$ cat src/hdl/lr4obs_pkg.sv
package lr4obs_pkg;

	// fixed field widths
	localparam int IN_W   = 24;
	localparam int BAND_W = 25;
	localparam int SIG_W  = 28;	// internal Q5.23 signal
	localparam int COEF_W = 33;	// Q3.30 coefficient, sign included
	localparam int ACC_W  = 62;	// Q.53 accumulator, five products
	localparam int FRAC_SH = 30;
	localparam int WIDE_W = ACC_W - FRAC_SH;

	localparam int NUM_BANDS_DEF = 7;
	localparam int MAX_STAGES    = 7;
	localparam int SAMPLE_RATE_HZ = 48000;

	localparam logic signed [ACC_W-1:0] RND_HALF = {{(ACC_W-FRAC_SH){1'b0}},
		1'b1, {(FRAC_SH-1){1'b0}}};

	// saturation bounds
	localparam logic signed [WIDE_W-1:0] SIG_HI = {{(WIDE_W-SIG_W+1){1'b0}},
		{(SIG_W-1){1'b1}}};
	localparam logic signed [WIDE_W-1:0] SIG_LO = {{(WIDE_W-SIG_W+1){1'b1}},
		{(SIG_W-1){1'b0}}};
	localparam logic signed [SIG_W-1:0] BAND_HI = {{(SIG_W-BAND_W+1){1'b0}},
		{(BAND_W-1){1'b1}}};
	localparam logic signed [SIG_W-1:0] BAND_LO = {{(SIG_W-BAND_W+1){1'b1}},
		{(BAND_W-1){1'b0}}};

	// shared MAC control
	typedef struct packed {
		logic mul;	// register a product
		logic clr;	// zero the accumulator
		logic add;	// add the registered product
	} mac_ctl_t;

	// per-stage coefficient set, feedback terms stored negated
	typedef struct packed {
		logic signed [COEF_W-1:0] b0;
		logic signed [COEF_W-1:0] b1;
		logic signed [COEF_W-1:0] na1;
		logic signed [COEF_W-1:0] na2;
	} coef_set_t;

	// ---- coefficient design, elaboration only ----
	localparam logic [63:0] ONE_Q60        = 64'h1000_0000_0000_0000;
	localparam logic [63:0] PI_Q60         = 64'h3243_F6A8_885A_308D;
	localparam logic [63:0] HALF_SQRT2_Q60 = 64'h0B50_4F33_3F9D_E648;
	localparam logic [63:0] MIN_FC_HZ      = 64'd20;
	localparam int TAYLOR_TERMS = 31;
	localparam logic [63:0] STEP_Q60   = (64'd2 * PI_Q60) / SAMPLE_RATE_HZ;
	localparam logic [63:0] WMAX_Q60   = PI_Q60 / 64'd10 * 64'd9;	// 0.45 of 2*pi
	localparam logic [63:0] W_FC_LIMIT = WMAX_Q60 / STEP_Q60;
	localparam logic [63:0] XOVER_HZ [MAX_STAGES] = '{64'd177, 64'd354, 64'd707,
		64'd1414, 64'd2828, 64'd5657, 64'd11314};

	// (a*b) >> 60 with the full 128-bit product
	function automatic logic [63:0] umul_q60(input logic [63:0] a, input logic [63:0] b);
		logic [127:0] p;
		p = {64'd0, a} * {64'd0, b};
		return p[123:60];
	endfunction

	// restoring long division
	function automatic logic [63:0] udiv64(input logic [63:0] n, input logic [63:0] d);
		logic [64:0] r;
		logic [63:0] q;
		r = '0;
		q = '0;
		for (int i = 63; i >= 0; i--) begin
			r = {r[63:0], n[i]};
			if (r >= {1'b0, d}) begin
				r = r - {1'b0, d};
				q[i] = 1'b1;
			end
		end
		return q;
	endfunction

	function automatic logic [63:0] div_round(input logic [63:0] n, input logic [63:0] d);
		return udiv64(n + (d >> 1), d);
	endfunction

	// Butterworth lowpass, Q = 1/sqrt(2), cut-off of crossover st
	function automatic coef_set_t lr4_coefs(input int st);
		logic [63:0] fc, w, t, sinv, alpha, a0s, omc, cmag, nq;
		logic signed [63:0] s, c;
		coef_set_t r;
		fc = XOVER_HZ[st];
		if (fc < MIN_FC_HZ) fc = MIN_FC_HZ;
		w = (fc > W_FC_LIMIT) ? WMAX_Q60 : STEP_Q60 * fc;
		if (w > WMAX_Q60) w = WMAX_Q60;
		s = '0;
		c = '0;
		t = ONE_Q60;
		for (int k = 0; k < TAYLOR_TERMS; k++) begin
			case (k % 4)
				0: c = c + $signed(t);
				1: s = s + $signed(t);
				2: c = c - $signed(t);
				default: s = s - $signed(t);
			endcase
			t = udiv64(umul_q60(t, w), 64'(k + 1));
		end
		if (c > $signed(ONE_Q60)) c = $signed(ONE_Q60);
		if (c < -$signed(ONE_Q60)) c = -$signed(ONE_Q60);
		sinv = s[63] ? 64'd0 : s;
		alpha = umul_q60(sinv, HALF_SQRT2_Q60);
		if (alpha >= ONE_Q60) alpha = ONE_Q60 - 64'd1;
		a0s = (ONE_Q60 + alpha) >> 30;
		omc = ONE_Q60 - c;
		cmag = c[63] ? -c : c;
		r.b0 = COEF_W'(div_round(omc >> 1, a0s));
		r.b1 = COEF_W'(div_round(omc, a0s));
		nq = div_round(cmag << 1, a0s);
		r.na1 = (c > 0) ? COEF_W'(nq) : -COEF_W'(nq);
		r.na2 = -COEF_W'(div_round(ONE_Q60 - alpha, a0s));
		return r;
	endfunction

	localparam coef_set_t CF_TAB [MAX_STAGES] = '{lr4_coefs(0), lr4_coefs(1),
		lr4_coefs(2), lr4_coefs(3), lr4_coefs(4), lr4_coefs(5), lr4_coefs(6)};

	// ---- saturation ----
	function automatic logic signed [SIG_W-1:0] sat_sig(input logic signed [WIDE_W-1:0] v);
		logic signed [SIG_W-1:0] r;
		if (v > SIG_HI) r = SIG_HI[SIG_W-1:0];
		else if (v < SIG_LO) r = SIG_LO[SIG_W-1:0];
		else r = v[SIG_W-1:0];
		return r;
	endfunction

	function automatic logic signed [BAND_W-1:0] sat_band(input logic signed [SIG_W-1:0] v);
		logic signed [BAND_W-1:0] r;
		if (v > BAND_HI) r = BAND_HI[BAND_W-1:0];
		else if (v < BAND_LO) r = BAND_LO[BAND_W-1:0];
		else r = v[BAND_W-1:0];
		return r;
	endfunction

endpackage

$ cat src/hdl/lr4obs_mac.sv
module lr4obs_mac
	import lr4obs_pkg::*;
(
	input  logic                     clk,
	input  mac_ctl_t                 ctl,
	input  logic signed [COEF_W-1:0] coef,
	input  logic signed [SIG_W-1:0]  data,
	output logic signed [SIG_W-1:0]  y
);

	localparam int PROD_W = COEF_W + SIG_W;

	logic signed [PROD_W-1:0] prod_q;
	logic signed [ACC_W-1:0]  acc_q;
	logic signed [ACC_W-1:0]  acc_rnd;

	// product registered, added in the following cycle
	always_ff @(posedge clk) begin
		if (ctl.mul) begin
			prod_q <= coef * data;
		end
		if (ctl.clr) begin
			acc_q <= '0;
		end else if (ctl.add) begin
			acc_q <= acc_q + ACC_W'(prod_q);
		end
	end

	// round half up at bit 30, floor, then clamp to Q5.23
	assign acc_rnd = acc_q + RND_HALF;
	assign y = sat_sig(acc_rnd[ACC_W-1:FRAC_SH]);

endmodule

$ cat config.mk
export PLATFORM = sky130hd
export DESIGN_NAME = lr4obs_mac
export DESIGN_NICKNAME = d
export VERILOG_FILES = /design/src/hdl/lr4obs_pkg.sv /design/src/hdl/lr4obs_mac.sv
export SDC_FILE = /design/constraint.sdc
export NUM_CORES = 2
export LEC_CHECK = 0
export BUFFER_PORTS_ARGS = -buffer_cell sky130_fd_sc_hd__buf_2
export CORE_ASPECT_RATIO = 2
export CORE_MARGIN = 5
export CORE_UTILIZATION = 50
export DETAILED_ROUTE_END_ITERATION = 12
export PLACE_DENSITY = 0.66
export SLEW_MARGIN = 20
export SYNTH_ARGS = -nofsm -noshare
export SYNTH_HDL_FRONTEND = slang
export SYNTH_SLANG_ARGS = --single-unit
$ cat constraint.sdc
create_clock -name clk -period 9.7 [get_ports clk]
set_clock_uncertainty 0.2 [all_clocks]
set_input_delay 0.485 -clock clk [delete_from_list [all_inputs] [get_ports clk]]
set_output_delay 0.485 -clock clk [all_outputs]
set_load 0.05 [all_outputs]
==> impl_metrics.env <==
export IMPL_synth_seq_cells=123
export IMPL_timing_rr_end="acc_q[58]"
export IMPL_startpoint="data[5]"
export IMPL_gp_congestion=0.9498
export IMPL_yosysWarnings=0
export IMPL_wl_met3_mm=4.594
export IMPL_final_common_cell="fa_1"
export IMPL_drive_above_1_share_pct=3.771
export IMPL_reg2regPathDepth=13
export IMPL_fmax_mhz=121.0
export IMPL_critPathRequiredTime_ps=9680
export IMPL_drt_first_pass_iters=6
export IMPL_core_sq_um=81480
export IMPL_synthCells=4450
export IMPL_viasPerCell=5.669
export IMPL_grt_pass1_wl_mm=191.2
export IMPL_cts_htree_levels=4
export IMPL_cts_post_setup_buffers_inserted=0
export IMPL_finalHoldViolCount=0
export IMPL_worstPathCellList="buf_2, nand2_1, fa_1, inv_1, fa_1, fa_1, fa_1, inv_1, fa_1, inv_1, fa_1, fa_1, ha_1, ha_1, nand4_1, nor2_1, a2111oi_0, a21oi_1, a21oi_1, o311ai_1, a31o_2, a21oi_1, xnor2_1"
export IMPL_cp_arrival_ps=8240
export IMPL_rsz0062_at_grt="no"
export IMPL_ctsResizeCount=0
export IMPL_synth_distinct_cells=80
export IMPL_root_buffer="clkbuf_16"
export IMPL_cts_hold_fix_buffers=0
export IMPL_ant_nets=0
export IMPL_cpPeakStageDelay_ps=780
export IMPL_grt_pass1_vias=34320
export IMPL_ys_seq_area_share_pct=7.496
export IMPL_grt_max_degree=79
export IMPL_wirelength_met1_mm=37.06
export IMPL_finalCritPeriodShare_pct=85.18
export IMPL_wire_per_inst_microns=22.95
export IMPL_areaGrowthSynthToFinish_pct=3.855
export IMPL_ys_flop_type="dfxtp_1"
export IMPL_syn_avg_cell_area_sq_um=9.212
export IMPL_synth_area_leaders="fa_1 47%, inv_1 8.4%, ha_1 7.8%"
export IMPL_tightestPinTransition_ps=1075
export IMPL_seqCellArea_sq_um=3073
export IMPL_worstSetupEndpointType="flip-flop"
export IMPL_cts_tree="yes"
export IMPL_finalMaxSlewViolations=0
export IMPL_cts_sinks=123
export IMPL_setup_violations_final=0
export IMPL_syn_nets=5726
export IMPL_multi_input_area_sq_um=33520
export IMPL_run_status="finished, final reports clean"
export IMPL_clk_pin_slew_ps=60
export IMPL_critPathKind="input port to flip-flop"
export IMPL_cp_start_kind="input port"
export IMPL_synth_edf_count=61
export IMPL_die_h_microns=414.9
export IMPL_period_minus_slack_ps=8263
export IMPL_slowest_stage="fa_1"
export IMPL_drv_cap=0
export IMPL_worstPathMaxFanout=25
export IMPL_min_path_type="flip-flop to flip-flop"
export IMPL_r2r_start="prod_q[0]"
export IMPL_mostFrequentLayoutCells="954 x fa_1, 922 x inv_1, 523 x nand2_1"
export IMPL_synth_area_leader_cell="fa_1"
export IMPL_vias=30620
export IMPL_netlist_area_sq_um=41000
export IMPL_totalWireLength_mm=124.0
export IMPL_postSynth_asyncResetShare_pct=0
export IMPL_r2r_setup_slack_ps=5840
export IMPL_num_rows=148
export IMPL_numCtsBuffers=17
export IMPL_fin_setup_tns_ps=0
export IMPL_grt_usage_pct=28.61
export IMPL_wl_met2_mm=69.01
export IMPL_dieWidth_microns=212.5
export IMPL_dp_hpwl_mm=101.0
export IMPL_endpoint="prod_q[55]"
export IMPL_clock_path_buffers=2
export IMPL_nets=5612
export IMPL_clkLatencyLatePin_ps=430
export IMPL_synth_top_area_share_pct=46.59
export IMPL_start_util_pct=50.31
export IMPL_fillers=7659
export IMPL_grt_remaining_overflow=0
export IMPL_routed_top_layer="met4"
export IMPL_slew_headroom_pct=28.35
export IMPL_cp_common_cell="fa_1"
export IMPL_die_area_sq_um=88170
export IMPL_route_detailed_drc=0
export IMPL_antenna_found_initial=4
export IMPL_portBuffers=92
export IMPL_io_pins=93
export IMPL_detail_route_iter0_violations=1789
==> synth_stat cells (14+ instances only) <==
| library cell | count |
|---|---|
| a21o_1 | 72 |
| a21oi_1 | 126 |
| a31oi_1 | 14 |
| and2_1 | 482 |
| and3_1 | 21 |
| clkbuf_1 | 228 |
| dfxtp_1 | 62 |
| edfxtp_1 | 61 |
| fa_1 | 954 |
| ha_1 | 257 |
| inv_1 | 922 |
| mux2i_1 | 36 |
| nand2_1 | 523 |
| nand2b_1 | 30 |
| nand3_1 | 25 |
| nand4_1 | 30 |
| nor2_1 | 133 |
| nor2b_1 | 17 |
| o21a_1 | 14 |
| o21ai_0 | 75 |
| o21ai_1 | 28 |
| o21bai_1 | 23 |
| xnor2_1 | 98 |
| xor2_1 | 46 |
==> how the worst min path moves through the flow <==
stage                     startpoint         to  cells after the start
after floorplan            acc_q[21]  acc_q[21]                      2
after global placement      acc_q[7]   acc_q[7]                      2
after detailed placement   acc_q[23]  acc_q[23]                      2
after CTS                  acc_q[23]  acc_q[23]                      2
after global routing       acc_q[23]  acc_q[23]                      2
final                      acc_q[23]  acc_q[23]                      2
==> logic make-up after synthesis <==
| kind of cell | Yosys count | share of synthesized area, % |
|---|---|---|
| xor gates and xnor gates | 144 | 3.076 |
| DFF | 123 | 7.496 |
| AOI/OAI and AO/OA | 453 | 7.178 |
| adders and majority gates | 1211 | 54.43 |
| and+or+nand+nor | 1316 | 16.18 |
| buffers and inverters | 1166 | 10.73 |
| muxes | 37 | 0.9065 |
==> state kept, by name (all words and copies together) (netlist names) <==
signal and count:
acc_q 62, prod_q 61
==> critical path: cells and delay by family <==
kind                     cells  cell delay, ps
adder cells (fa/ha/maj)      9            4780
XOR/XNOR                     1              80
buffers and inverters        4            1060
AO/OA/AOI/OAI                6            1340
AND/OR/NAND/NOR              3             480
==> stage by stage <==
stage	util, %	cell area [sq um]	hold WS (ps)	cells	setup slack (ps)
final	52.25	42580	294.5	5401	1437
after global routing	52.25	42580	306.8	5401	961.8
after CTS	52.25	42570	296.0	5399	1457
after detailed placement	51.52	41970	286.4	5367	1024
after global placement	51.52	41970	278.2	5367	1089
after floorplan	-	41000	263.8	4450	1731
==> per-layer routing <==
metal | vias to the layer above | GRT usage (%)
met4 | 0 | 23.48
met2 | 1060 | 54.03
li1 | 13170 | -
met3 | 524 | 2.518
met5 | - | 0
met1 | 15860 | 27.23
==> layout make-up <==
cell class / count / area share [%]
Antenna cell: 2 / 0.01176
Clock buffer: 17 / 0.9992
Clock inverter: 15 / 0.4026
Inverter: 923 / 8.137
Multi-Input combinational cell: 3161 / 78.74
Sequential cell: 123 / 7.218
Tap cell: 1050 / 3.086
Timing Repair Buffer: 110 / 1.405
Power is left out: the tool's default activity adds up to more than one toggle a clock period on the data nets, which glitch-free logic cannot reach.
